==> src/rbh_pkg.sv <==
`timescale 1ns / 1ps
`default_nettype none

package rbh_pkg;

    // Widest value the decoder handles
    localparam int unsigned MAX_BIT_WIDTH = 32;

    // Error codes carried on a result beat
    localparam logic [1:0] ERR_NONE       = 2'd0;
    localparam logic [1:0] ERR_EMPTY_PACK = 2'd1;
    localparam logic [1:0] ERR_GROUPS     = 2'd2;
    localparam logic [1:0] ERR_VARINT     = 2'd3;

    // Group counts at or above this are rejected
    localparam logic [33:0] GROUP_LIMIT = 34'd268435455;

    typedef struct packed {
        logic [31:0] value;
        logic [31:0] repeat_res;
        logic        is_run;
        logic [1:0]  error_code;
        logic        last_of_input;
    } result_t;

    // Parser to unpacker control
    typedef struct packed {
        logic        clear;
        logic        start;
        logic [31:0] count;
        logic        feed;
        logic [7:0]  data;
    } unp_ctrl_t;

    // Unpacker status back to parser and top
    typedef struct packed {
        logic busy;
        logic done;
    } unp_stat_t;

    // Mask of the low w bits, w in 1..32
    function automatic logic [31:0] width_mask(input logic [5:0] w);
        logic [5:0] sh;
        sh = 6'd32 - w;
        return 32'hFFFF_FFFF >> sh;
    endfunction

endpackage

`default_nettype wire

==> src/rle_bitpack_hybrid_decoder.sv <==
`timescale 1ns / 1ps
`default_nettype none

// Channel   Direction  Handshake           Payload
// s_        in         s_valid / s_ready   s_data_byte (one stream byte)
// cfg_      in         cfg_valid/cfg_ready cfg_bit_width
// m_        out        m_valid / m_ready   m_value, m_repeat_res, m_is_run,
//                                          m_error_code, m_last_of_input
//
// Header and repeat-value bytes are taken one per cycle, while the output
// buffer has room. A bit-packed byte holds off the next byte while the
// unpack shifter emits one value per cycle, room allowing (up to 8 at bit width 1).
// Reset is synchronous on aresetn low; bit width returns to 1.
// A two-entry output buffer lets a byte be taken while a result beat stalls.

module rle_bitpack_hybrid_decoder (
    input  wire logic        aclk,
    input  wire logic        aresetn,
    input  wire logic        s_valid,
    output logic             s_ready,
    input  wire logic [7:0]  s_data_byte,
    input  wire logic        cfg_valid,
    output logic             cfg_ready,
    input  wire logic [5:0]  cfg_bit_width,
    output logic             m_valid,
    input  wire logic        m_ready,
    output logic [31:0]      m_value,
    output logic [31:0]      m_repeat_res,
    output logic             m_is_run,
    output logic [1:0]       m_error_code,
    output logic             m_last_of_input
);

    logic [5:0]         bit_width_reg;
    logic [5:0]         width;
    logic               cfg_wr;
    logic               accept;
    logic               full;
    rbh_pkg::unp_ctrl_t unp_ctrl;
    rbh_pkg::unp_stat_t unp_stat;
    logic               p_push, u_push;
    rbh_pkg::result_t   p_result, u_result, push_data, head;

    assign cfg_ready = 1'b1;
    assign cfg_wr    = cfg_valid && cfg_ready;
    assign s_ready   = !unp_stat.busy && !full;
    assign accept    = s_valid && s_ready;

    // Hold the width register
    always_ff @(posedge aclk) begin
        if (!aresetn) begin
            bit_width_reg <= 6'd1;
        end else if (cfg_wr) begin
            bit_width_reg <= cfg_bit_width;
        end
    end

    // Saturate the width into 1..MAX_BIT_WIDTH
    always_comb begin
        if (bit_width_reg == 6'd0) begin
            width = 6'd1;
        end else if (bit_width_reg > 6'(rbh_pkg::MAX_BIT_WIDTH)) begin
            width = 6'(rbh_pkg::MAX_BIT_WIDTH);
        end else begin
            width = bit_width_reg;
        end
    end

    rbh_parser u_parser (
        .aclk      (aclk),
        .aresetn   (aresetn),
        .accept    (accept),
        .data_byte (s_data_byte),
        .cfg_wr    (cfg_wr),
        .width     (width),
        .unp_stat  (unp_stat),
        .unp_ctrl  (unp_ctrl),
        .push      (p_push),
        .result    (p_result)
    );

    rbh_unpack u_unpack (
        .aclk     (aclk),
        .aresetn  (aresetn),
        .unp_ctrl (unp_ctrl),
        .width    (width),
        .space    (!full),
        .unp_stat (unp_stat),
        .push     (u_push),
        .result   (u_result)
    );

    // Parser and unpacker never push in the same cycle
    assign push_data = p_push ? p_result : u_result;

    rbh_skid u_skid (
        .aclk      (aclk),
        .aresetn   (aresetn),
        .push      (p_push || u_push),
        .push_data (push_data),
        .full      (full),
        .m_valid   (m_valid),
        .m_ready   (m_ready),
        .head      (head)
    );

    assign m_value         = head.value;
    assign m_repeat_res    = head.repeat_res;
    assign m_is_run        = head.is_run;
    assign m_error_code    = head.error_code;
    assign m_last_of_input = head.last_of_input;

endmodule

`default_nettype wire

==> src/rbh_parser.sv <==
`timescale 1ns / 1ps
`default_nettype none

module rbh_parser (
    input  wire logic              aclk,
    input  wire logic              aresetn,
    input  wire logic              accept,
    input  wire logic [7:0]        data_byte,
    input  wire logic              cfg_wr,
    input  wire logic [5:0]        width,
    input  wire rbh_pkg::unp_stat_t unp_stat,
    output rbh_pkg::unp_ctrl_t     unp_ctrl,
    output logic                   push,
    output rbh_pkg::result_t       result
);

    localparam logic [1:0] PH_HEADER = 2'd0;
    localparam logic [1:0] PH_VALUE  = 2'd1;
    localparam logic [1:0] PH_PACKED = 2'd2;

    logic [1:0]  phase_reg, phase_next;
    logic [34:0] accum_reg, accum_next;
    logic [2:0]  vbytes_reg, vbytes_next;
    logic [31:0] run_value_reg, run_value_next;
    logic [1:0]  idx_reg, idx_next;
    logic [31:0] rep_reg, rep_next;

    logic [5:0]  vshift;
    logic [34:0] acc_new;
    logic [33:0] cnt;
    logic [2:0]  nbytes;
    logic [31:0] rv_new;
    logic [31:0] mask;

    assign vshift  = {vbytes_reg, 3'b000} - {3'b000, vbytes_reg};
    assign acc_new = accum_reg | ({28'd0, data_byte[6:0]} << vshift);
    assign cnt     = acc_new[34:1];
    assign nbytes  = 3'(({1'b0, width} + 7'd7) >> 3);
    assign rv_new  = run_value_reg | ({24'd0, data_byte} << {idx_reg, 3'b000});
    assign mask    = rbh_pkg::width_mask(width);

    // Decode one header or value byte, or feed a bit-packed byte to the unpacker
    always_comb begin
        phase_next     = phase_reg;
        accum_next     = accum_reg;
        vbytes_next    = vbytes_reg;
        run_value_next = run_value_reg;
        idx_next       = idx_reg;
        rep_next       = rep_reg;
        push           = 1'b0;
        result         = '0;
        result.last_of_input = 1'b1;
        unp_ctrl       = '0;
        unp_ctrl.data  = data_byte;

        if (cfg_wr) begin
            phase_next     = PH_HEADER;
            accum_next     = '0;
            vbytes_next    = '0;
            run_value_next = '0;
            idx_next       = '0;
            rep_next       = '0;
            unp_ctrl.clear = 1'b1;
        end else begin
            if (accept) begin
                case (phase_reg)
                    PH_HEADER: begin
                        if (data_byte[7]) begin
                            if (vbytes_reg >= 3'd4) begin
                                accum_next        = '0;
                                vbytes_next       = '0;
                                push              = 1'b1;
                                result.error_code = rbh_pkg::ERR_VARINT;
                            end else begin
                                accum_next  = acc_new;
                                vbytes_next = vbytes_reg + 3'd1;
                            end
                        end else begin
                            accum_next  = '0;
                            vbytes_next = '0;
                            if (acc_new[0]) begin
                                if (cnt == 34'd0) begin
                                    push              = 1'b1;
                                    result.error_code = rbh_pkg::ERR_EMPTY_PACK;
                                end else if (cnt >= rbh_pkg::GROUP_LIMIT) begin
                                    push              = 1'b1;
                                    result.error_code = rbh_pkg::ERR_GROUPS;
                                end else begin
                                    unp_ctrl.start = 1'b1;
                                    unp_ctrl.count = {cnt[28:0], 3'b000};
                                    phase_next     = PH_PACKED;
                                end
                            end else begin
                                rep_next       = (|cnt[33:32]) ? 32'hFFFF_FFFF : cnt[31:0];
                                run_value_next = '0;
                                idx_next       = '0;
                                phase_next     = PH_VALUE;
                            end
                        end
                    end
                    PH_VALUE: begin
                        if (({1'b0, idx_reg} + 3'd1) >= nbytes) begin
                            if (rep_reg != 32'd0) begin
                                push              = 1'b1;
                                result.value      = rv_new & mask;
                                result.repeat_res = rep_reg;
                                result.is_run     = 1'b1;
                            end
                            phase_next     = PH_HEADER;
                            run_value_next = '0;
                            idx_next       = '0;
                            rep_next       = '0;
                        end else begin
                            run_value_next = rv_new;
                            idx_next       = idx_reg + 2'd1;
                        end
                    end
                    PH_PACKED: begin
                        unp_ctrl.feed = 1'b1;
                    end
                    default: begin
                        phase_next     = PH_HEADER;
                        accum_next     = '0;
                        vbytes_next    = '0;
                        run_value_next = '0;
                        idx_next       = '0;
                        rep_next       = '0;
                        unp_ctrl.clear = 1'b1;
                    end
                endcase
            end
            // Return to header parsing once the packed run has emitted its last value
            if (unp_stat.done) begin
                phase_next = PH_HEADER;
            end
        end
    end

    // Hold parser state
    always_ff @(posedge aclk) begin
        if (!aresetn) begin
            phase_reg     <= PH_HEADER;
            accum_reg     <= '0;
            vbytes_reg    <= '0;
            run_value_reg <= '0;
            idx_reg       <= '0;
            rep_reg       <= '0;
        end else begin
            phase_reg     <= phase_next;
            accum_reg     <= accum_next;
            vbytes_reg    <= vbytes_next;
            run_value_reg <= run_value_next;
            idx_reg       <= idx_next;
            rep_reg       <= rep_next;
        end
    end

endmodule

`default_nettype wire

==> src/rbh_unpack.sv <==
`timescale 1ns / 1ps
`default_nettype none

module rbh_unpack (
    input  wire logic               aclk,
    input  wire logic               aresetn,
    input  wire rbh_pkg::unp_ctrl_t unp_ctrl,
    input  wire logic [5:0]         width,
    input  wire logic               space,
    output rbh_pkg::unp_stat_t      unp_stat,
    output logic                    push,
    output rbh_pkg::result_t        result
);

    logic [39:0] buf_reg, buf_next;
    logic [5:0]  held_reg, held_next;
    logic [31:0] left_reg, left_next;
    logic        busy_reg, busy_next;

    logic [39:0] merged_buf;
    logic [5:0]  merged_held;
    logic [39:0] shifted_buf;
    logic [5:0]  rest_held;
    logic [31:0] rest_left;
    logic        can_emit;
    logic        more;

    // Append the fed byte above the bits still held
    assign merged_buf  = unp_ctrl.feed ? (buf_reg | ({32'd0, unp_ctrl.data} << held_reg))
                                       : buf_reg;
    assign merged_held = unp_ctrl.feed ? held_reg + 6'd8 : held_reg;
    assign can_emit    = (unp_ctrl.feed || busy_reg) && (merged_held >= width)
                         && (left_reg != 32'd0);
    assign shifted_buf = merged_buf >> width;
    assign rest_held   = merged_held - width;
    assign rest_left   = left_reg - 32'd1;
    assign more        = (rest_held >= width) && (rest_left != 32'd0);

    assign push = can_emit && space;

    always_comb begin
        result               = '0;
        result.value         = merged_buf[31:0] & rbh_pkg::width_mask(width);
        result.repeat_res    = 32'd1;
        result.last_of_input = !more;
    end

    // Advance one value per beat
    always_comb begin
        buf_next      = buf_reg;
        held_next     = held_reg;
        left_next     = left_reg;
        busy_next     = busy_reg;
        unp_stat.busy = busy_reg;
        unp_stat.done = 1'b0;
        if (unp_ctrl.clear) begin
            buf_next  = '0;
            held_next = '0;
            left_next = '0;
            busy_next = 1'b0;
        end else if (unp_ctrl.start) begin
            buf_next  = '0;
            held_next = '0;
            left_next = unp_ctrl.count;
            busy_next = 1'b0;
        end else if (push) begin
            if (rest_left == 32'd0) begin
                buf_next      = '0;
                held_next     = '0;
                left_next     = '0;
                busy_next     = 1'b0;
                unp_stat.done = 1'b1;
            end else begin
                buf_next  = shifted_buf;
                held_next = rest_held;
                left_next = rest_left;
                busy_next = more;
            end
        end else if (unp_ctrl.feed || busy_reg) begin
            buf_next  = merged_buf;
            held_next = merged_held;
            busy_next = can_emit;
        end
    end

    always_ff @(posedge aclk) begin
        if (!aresetn) begin
            buf_reg  <= '0;
            held_reg <= '0;
            left_reg <= '0;
            busy_reg <= 1'b0;
        end else begin
            buf_reg  <= buf_next;
            held_reg <= held_next;
            left_reg <= left_next;
            busy_reg <= busy_next;
        end
    end

endmodule

`default_nettype wire

==> src/rbh_skid.sv <==
`timescale 1ns / 1ps
`default_nettype none

module rbh_skid (
    input  wire logic             aclk,
    input  wire logic             aresetn,
    input  wire logic             push,
    input  wire rbh_pkg::result_t push_data,
    output logic                  full,
    output logic                  m_valid,
    input  wire logic             m_ready,
    output rbh_pkg::result_t      head
);

    logic [1:0]       count_reg, count_next;
    rbh_pkg::result_t head_reg, head_next;
    rbh_pkg::result_t tail_reg, tail_next;
    logic             pop;

    assign pop     = m_valid && m_ready;
    assign m_valid = (count_reg != 2'd0);
    assign full    = (count_reg == 2'd2);
    assign head    = head_reg;

    // Two-entry output buffer; the tail slot catches a beat while the head stalls
    always_comb begin
        count_next = count_reg;
        head_next  = head_reg;
        tail_next  = tail_reg;
        case (count_reg)
            2'd0: begin
                if (push) begin
                    head_next  = push_data;
                    count_next = 2'd1;
                end
            end
            2'd1: begin
                if (pop && push) begin
                    head_next = push_data;
                end else if (pop) begin
                    count_next = 2'd0;
                end else if (push) begin
                    tail_next  = push_data;
                    count_next = 2'd2;
                end
            end
            2'd2: begin
                if (pop) begin
                    head_next  = tail_reg;
                    count_next = 2'd1;
                end
            end
            default: begin
                count_next = 2'd0;
            end
        endcase
    end

    always_ff @(posedge aclk) begin
        if (!aresetn) begin
            count_reg <= 2'd0;
        end else begin
            count_reg <= count_next;
        end
    end

    always_ff @(posedge aclk) begin
        head_reg <= head_next;
        tail_reg <= tail_next;
    end

endmodule

`default_nettype wire

==> config.mk <==
export PLATFORM = sky130hd
export DESIGN_NAME = rle_bitpack_hybrid_decoder
export DESIGN_NICKNAME = d
export VERILOG_FILES = /design/src/rbh_pkg.sv /design/src/rle_bitpack_hybrid_decoder.sv /design/src/rbh_parser.sv /design/src/rbh_unpack.sv /design/src/rbh_skid.sv
export SDC_FILE = /design/constraint.sdc
export NUM_CORES = 1
export LEC_CHECK = 0
export ABC_AREA = 1
export BUFFER_PORTS_ARGS = -buffer_cell sky130_fd_sc_hd__buf_2
export CAP_MARGIN = 20
export CORE_MARGIN = 10
export CORE_UTILIZATION = 27
export CTS_CLUSTER_DIAMETER = 30
export DETAILED_ROUTE_END_ITERATION = 10
export PLACE_DENSITY = 0.39
export SYNTH_ARGS = -nofsm -noshare
export SYNTH_HDL_FRONTEND = slang
export SYNTH_HIERARCHICAL = 1
export SYNTH_SLANG_ARGS = --single-unit
export TNS_END_PERCENT = 100
==> constraint.sdc <==
create_clock -name aclk -period 14.06 [get_ports aclk]
set_input_delay 2.109 -clock aclk [delete_from_list [all_inputs] [get_ports aclk]]
set_output_delay 2.109 -clock aclk [all_outputs]
set_load 0.1 [all_outputs]
### Word-level counts from Yosys, hierarchy flattened

Index checks and enable logic that the tools add are counted.

* latch bits: 0
* memories: 0
* bits in registers: 329
* output and inout bits: 71
* bits in read-only memories: 0
* bits in writable memories: 0
* logic and storage cells: 192

* equality and inequality tests: 14
* multiplexer cells: 87
* reduce and logical (&&, ||, !) cells: 39
* order comparisons: 6
* $mul: 0
* $add $sub $neg: 9
* divide/modulo/power cells: 0
* shift-type cells: 5
* bitwise operators: 10

Operators by type and width (count)
* 2-to-1 mux 32 bit: 10
* 2-to-1 mux 68 bit: 4
* one-hot mux 68 bit (3 select lines): 1
* 2-to-1 mux 65 bit: 3
* one-hot mux 32 bit (3 select lines): 2
* 2-to-1 mux 33 bit: 5
* 2-to-1 mux 40 bit: 4
* 2-to-1 mux 67 bit: 2
* 2-to-1 mux 35 bit: 3
* nonzero test 32 bit: 3
* one-hot mux 35 bit (2 select lines): 1
* bitwise AND 32 bit: 2
* bitwise OR 40 bit: 1
* left shift 8 x 6 -> 40 bit: 1
* right shift 40 x 6 -> 40 bit: 1
* 2-to-1 mux 2 bit: 19
* 2-to-1 mux 6 bit: 6
* bitwise OR 35 bit: 1
* left shift 7 x 6 -> 35 bit: 1
* greater-or-equal comparator 34 x 28 -> 1 bit (second input constant): 1
* zero test 34 bit: 1
* 2-to-1 mux 34 bit: 1
* zero test 32 bit: 1
* bitwise OR 32 bit: 1
* 40 further kinds: 95

### Depth between registers and ports, before layout

* depth in word-level cells: 21
* gate-level depth with buffers: 32
* gate-level depth less buffers: 25

### Modules after synthesis

Netlist, hierarchy kept.

Modules (own cells, without submodules)
* rbh_unpack: cells an instance 1570, instances 1, area an instance 8969.9 um2
* rbh_parser: cells an instance 1013, instances 1, area an instance 6468.7 um2
* rbh_skid: cells an instance 375, instances 1, area an instance 5051.1 um2
* rle_bitpack_hybrid_decoder: cells an instance 260, instances 1, area an instance 1149.9 um2

### Worst setup path before layout

Ideal clock, no wire load.

* path type: input -> register
* start point: input port s_valid
* end point: register u_skid.head_reg (netlist bit u_skid/head[0]), enable pin
* stages: 21
* path buffers: 2
* data required time: 13.626 ns
* data arrival time: 6.467 ns
* path slack: 7.160 ns
* path through: nor3b_1 -> nand2_1 -> nor2_1 -> buf_1 -> xor2_1 -> ha_1 -> nand2_1 -> nand2_1 -> a31oi_1 -> nand2_1 -> a21oi_1 -> nor2_1 -> o21ai_0 -> nor2_1 -> nand2_2 -> inv_2 -> buf_1 -> or2_2 -> nand3_1 -> nand2_1 -> and3_1

RTL lines
* start: declaration: RTL line rle_bitpack_hybrid_decoder.sv:19 `input wire logic s_valid,`
* end signal: assignment: RTL line rbh_skid.sv:68 `head_reg <= head_next;`
* end: declaration: RTL line rbh_skid.sv:16 `rbh_pkg::result_t head_reg, head_next;`

==> metrics list <==
- Result of the run: finished, final reports clean
- Detailed Routing Iterations Pass 1: 6
* Total core area: roughly 0.08 mm^2
- Of the synthesized area, sequential elements account for 0.3673.
* Number of hold violations in the final report: 0
- The total overflow left after global routing is 0.
- Across the routed clock network, the largest skew measured is roughly 0.055 ns.
* Initial core utilization: 0.2730
* Net count of the finished layout: about 3300
- Of the total synthesized cell area, the portion taken by AND, OR, NAND and NOR gates is 0.3892.
- For this design the ratio of total power to cell area is 140.5 mW/mm^2.
* Met3 demand-to-capacity share in global routing: 0.03212
- After the first detailed-routing iteration, the DRC count stood at approximately 1900.
* Relative slew margins: 0.2600
- Routability Congestion: 0.8927
- GR Util All Layers: 0.1747
- The die covers roughly 0.092 mm^2.
- Of the total synthesized cell area, the portion taken by full adders, half adders and majority gates is 0.02116.
- Worst setup EP type: register
- Die extent in x: 303.1 um
- Final TNS setup: 0 ns
- Of the available clock period, the critical path in the final layout requires 0.4642.
* Arrival @ worst endpoint: approximately 6.8 ns
- Measured in cells, the most critical reg-to-reg path has a length of 22.
- RSZ-0062 raised after global routing: false
* DR vias: between 20000 and 25000
- Entering global routing, the biggest net connects 73 pins.
- Kind of start point of the critical path: primary input
* Switching component of the power: approximately 1.0 mW
- Antenna violations before repair: 1
* Post-cts gate resize count: 0
- The worst path needs ~6.5 ns of the cycle, external delays included.
- Crit path capture: u_skid/head[5]$_DFFE_PP_
- Final instance count without filler cells: 4395
- Dominant synthesized flop cell: sky130_fd_sc_hd__dfxtp_1
* DRC viols: 0
- Category of the critical setup timing path: in -> reg
- Peak fanout along the critical path: approximately 70
- Tightest Hold Check Type: reg -> reg
- Syn. warnings: 6
- Most frequent cells in the layout: 932 x sky130_fd_sc_hd__nand2_1, 518 x sky130_fd_sc_hd__nand3_1, 319 x sky130_fd_sc_hd__inv_1
* Site row count: around 100
- The clock reaches the later pin of the worst-skew pair after 0.65 ns.
- Y dimension of the die: a little over 300 um
* Worst IR drop on VDD: ~0.089 mV
- HPWL after DPL: approximately 60 mm
* Reg-to-reg critical path startpoint: u_parser/vbytes_reg[0]$_SDFFE_PP0P_
- Hold bufs inserted after CTS: 0
- The number of pins with negative max-slew slack in the final report is 0.
- Of the total power, registers draw 0.279.
- A synthesized cell averages roughly 6.7 um^2.
* Leakage power: ~11 nW
* H-tree Lvls: 3
* Maximum Capacitance Violations: 0
* Post-Synth XOR/XNOR Area: 0.01266
* Relative contribution of the clock network to total power: 0.594
* F_max: about 150 MHz
- # setup viols final: 0
* Worst endpoint required time: around 14 ns
- Tightest hold margin: between 0.4 and 0.5 ns
- At the pin with the least slew margin, the transition time is 1.106 ns.
- met2 is the most crowded layer.
* Final cell utilization of the core: 0.3291
- Met1 layer usage reported by global route: 0.2502
- Number of library cell types mapped by synthesis: between 50 and 60
- Gate power share: 0.128
- Layout-stage area growth over the synthesis result: 20.52%
- Wires add up to 82.08 mm.
* Number of synthesized flops with an enable pin: ~140
- Clock Tree Buf Depth: 3
- TritonCTS built the clock tree.
- Compound-Gate Fraction of Synth Area: 0.09471
- The number of placed instances, taps included, is approximately 4200.
- In the synthesized netlist, the number of instances is approximately 3200.
- The worst register-to-register path ends at u_unpack/left_reg[29]$_SDFFE_PP0P_.
- TritonCTS created slightly below 100 clock buffers.
* Total setup buffers inserted after CTS: 0
- The number of global-route vias before repair is approximately 21000.
- Startpoint of the worst setup timing path: s_valid
* Flip-flop and latch count after synthesis: between 300 and 400
* Combinational family with the most area after synthesis: simple AND/OR/NAND/NOR gates
* Layout cell share with drive strength beyond 1: 0.1145
- Net Sw Frac: 0.2787
- Wire length of the first global-routing pass: between 100 and 150 mm
- Routed length per placed instance: between 15 and 20 um
- Of all flip-flops after synthesis, the portion carrying an async set or reset was 0.
- During I/O placement, the number of pins put on the boundary was 90.
- Clock tree root driver cell: sky130_fd_sc_hd__clkbuf_16
- Met2 layer usage reported by global route: 0.2576
* Sinks on Clock Net: about 330
* Clock-pin slew reported for the worst setup and hold paths after clock tree synthesis: approximately 0.040 ns
- The detail route stage leaves a number of antenna-violating nets equal to 0.
- Mapped cell area: roughly 0.022 mm^2
- Fraction of synthesized area in multiplexers: 0
- For flop-to-flop paths, the worst setup slack is a little under 8 ns.
* Post-DR vias/cell: 4.938
* Internal power: 2.643 mW
* Number of port buffers: roughly 90
- Most common cell after layout, fill and taps aside: sky130_fd_sc_hd__nand2_1
power by group through the flow:
stage | combinational (mW) | sequential, mW | clock (mW)
6_report | 0.468 | 1.02 | 2.18
3_3_place_gp | 0.464 | 1.04 | 0
4_1_cts | 0.466 | 1.02 | 2.22
3_5_place_dp | 0.464 | 1.04 | 0
5_1_grt | 0.513 | 1.02 | 2.28
2_1_floorplan | 0.278 | 1.10 | 0
how the worst min path moves through the flow:
| stage | cells past startpoint | to | from |
|---|---|---|---|
| after floorplan | 2 | u_parser/run_value_reg[11]$_SDFFE_PP0P_ | u_parser/run_value_reg[11]$_SDFFE_PP0P_ |
| after global placement | 2 | u_parser/run_value_reg[11]$_SDFFE_PP0P_ | u_parser/run_value_reg[11]$_SDFFE_PP0P_ |
| after detailed placement | 2 | u_parser/run_value_reg[11]$_SDFFE_PP0P_ | u_parser/run_value_reg[11]$_SDFFE_PP0P_ |
| after CTS | 2 | u_parser/run_value_reg[11]$_SDFFE_PP0P_ | u_parser/run_value_reg[11]$_SDFFE_PP0P_ |
| after global routing | 2 | u_parser/run_value_reg[5]$_SDFFE_PP0P_ | u_parser/run_value_reg[5]$_SDFFE_PP0P_ |
| final | 2 | u_parser/run_value_reg[2]$_SDFFE_PP0P_ | u_parser/run_value_reg[2]$_SDFFE_PP0P_ |
logic make-up after synthesis:
family	count (synthesis)
AO/OA/AOI/OAI	349
XOR/XNOR	27
adder cells (fa/ha/maj)	36
buffers and inverters	566
flip-flops	329
other	5
AND/OR/NAND/NOR	1906
worst max-delay path: stages:
cell	delay, ns
sky130_fd_sc_hd__buf_2	0.10
sky130_fd_sc_hd__nor3b_1	0.37
sky130_fd_sc_hd__nand2_1	0.11
sky130_fd_sc_hd__nor2_1	0.69
sky130_fd_sc_hd__inv_1	0.21
sky130_fd_sc_hd__nor2_4	0.24
sky130_fd_sc_hd__inv_1	0.14
sky130_fd_sc_hd__o21ai_0	0.32
sky130_fd_sc_hd__ha_1	0.18
sky130_fd_sc_hd__inv_1	0.05
sky130_fd_sc_hd__nor2_1	0.09
sky130_fd_sc_hd__o21ai_0	0.09
sky130_fd_sc_hd__nor2_1	0.17
sky130_fd_sc_hd__nand2_2	0.07
sky130_fd_sc_hd__inv_2	0.50
sky130_fd_sc_hd__or2_2	0.26
sky130_fd_sc_hd__nand3_1	0.08
sky130_fd_sc_hd__nand2_1	0.08
sky130_fd_sc_hd__and3_2	0.16
sky130_fd_sc_hd__buf_4	0.66
cells in the mapped netlist, types with 4 or more instances:
| master | count | area [um^2] |
|---|---|---|
| sky130_fd_sc_hd__a211oi_1 | 46 | 345.3 |
| sky130_fd_sc_hd__a21oi_1 | 122 | 610.6 |
| sky130_fd_sc_hd__a221oi_1 | 12 | 105.1 |
| sky130_fd_sc_hd__a31oi_1 | 31 | 193.9 |
| sky130_fd_sc_hd__buf_1 | 23 | 86.33 |
| sky130_fd_sc_hd__buf_2 | 25 | 125.1 |
| sky130_fd_sc_hd__buf_4 | 65 | 488.0 |
| sky130_fd_sc_hd__buf_6 | 9 | 101.4 |
| sky130_fd_sc_hd__clkbuf_1 | 86 | 322.8 |
| sky130_fd_sc_hd__clkinv_1 | 11 | 41.29 |
| sky130_fd_sc_hd__conb_1 | 5 | 18.77 |
| sky130_fd_sc_hd__dfxtp_1 | 193 | 3864 |
| sky130_fd_sc_hd__edfxtp_1 | 136 | 4084 |
| sky130_fd_sc_hd__ha_1 | 35 | 437.9 |
| sky130_fd_sc_hd__inv_1 | 320 | 1201 |
| sky130_fd_sc_hd__inv_2 | 26 | 97.59 |
| sky130_fd_sc_hd__nand2_1 | 932 | 3498 |
| sky130_fd_sc_hd__nand2_2 | 12 | 75.07 |
| sky130_fd_sc_hd__nand3_1 | 518 | 2592 |
| sky130_fd_sc_hd__nand3b_1 | 7 | 52.55 |
| sky130_fd_sc_hd__nand4_1 | 55 | 344.1 |
| sky130_fd_sc_hd__nor2_1 | 250 | 938.4 |
| sky130_fd_sc_hd__nor2_2 | 28 | 175.2 |
| sky130_fd_sc_hd__nor2_4 | 11 | 123.9 |
| sky130_fd_sc_hd__nor3_1 | 50 | 250.2 |
| sky130_fd_sc_hd__nor3b_1 | 12 | 90.09 |
| sky130_fd_sc_hd__nor4_1 | 12 | 75.07 |
| sky130_fd_sc_hd__o21ai_0 | 75 | 375.4 |
| sky130_fd_sc_hd__o21ai_1 | 9 | 45.04 |
| sky130_fd_sc_hd__o21bai_1 | 4 | 30.03 |
| sky130_fd_sc_hd__o22ai_1 | 33 | 206.5 |
| sky130_fd_sc_hd__xnor2_1 | 6 | 52.55 |
| sky130_fd_sc_hd__xor2_1 | 16 | 140.1 |
| sky130_fd_sc_hd__xor2_2 | 5 | 81.33 |
metal layers:
metal | wire, um | vias up
met2 | 34190 | 710
met4 | 2400 | 0
met1 | 40280 | 10190
met3 | 5209 | 138
met5 | 0 | -
li1 | - | 10660
metrics by stage:
stage	cell area (um^2)	power, mW	setup WS, ns
floorplan	21770	1.381	7.160
global placement	22650	1.500	7.189
detailed placement	22670	1.500	6.870
CTS	26040	3.708	7.424
global route	26080	3.814	7.061
finish	26080	3.664	7.533
final cells by class:
| type | count | area (um^2) |
|---|---|---|
| sequential | 329 | 7948 |
| inverter | 358 | 1346 |
| tap | 1050 | 1314 |
| antenna | 1 | 2.502 |
| multi-input combinational | 2359 | 11410 |
| fill | 8548 | 53180 |
| clock buffer | 140 | 2799 |
| timing repair buffer | 117 | 690.7 |
| clock inverter | 41 | 569.3 |
Note: power is estimated with default switching activity, not from simulation.
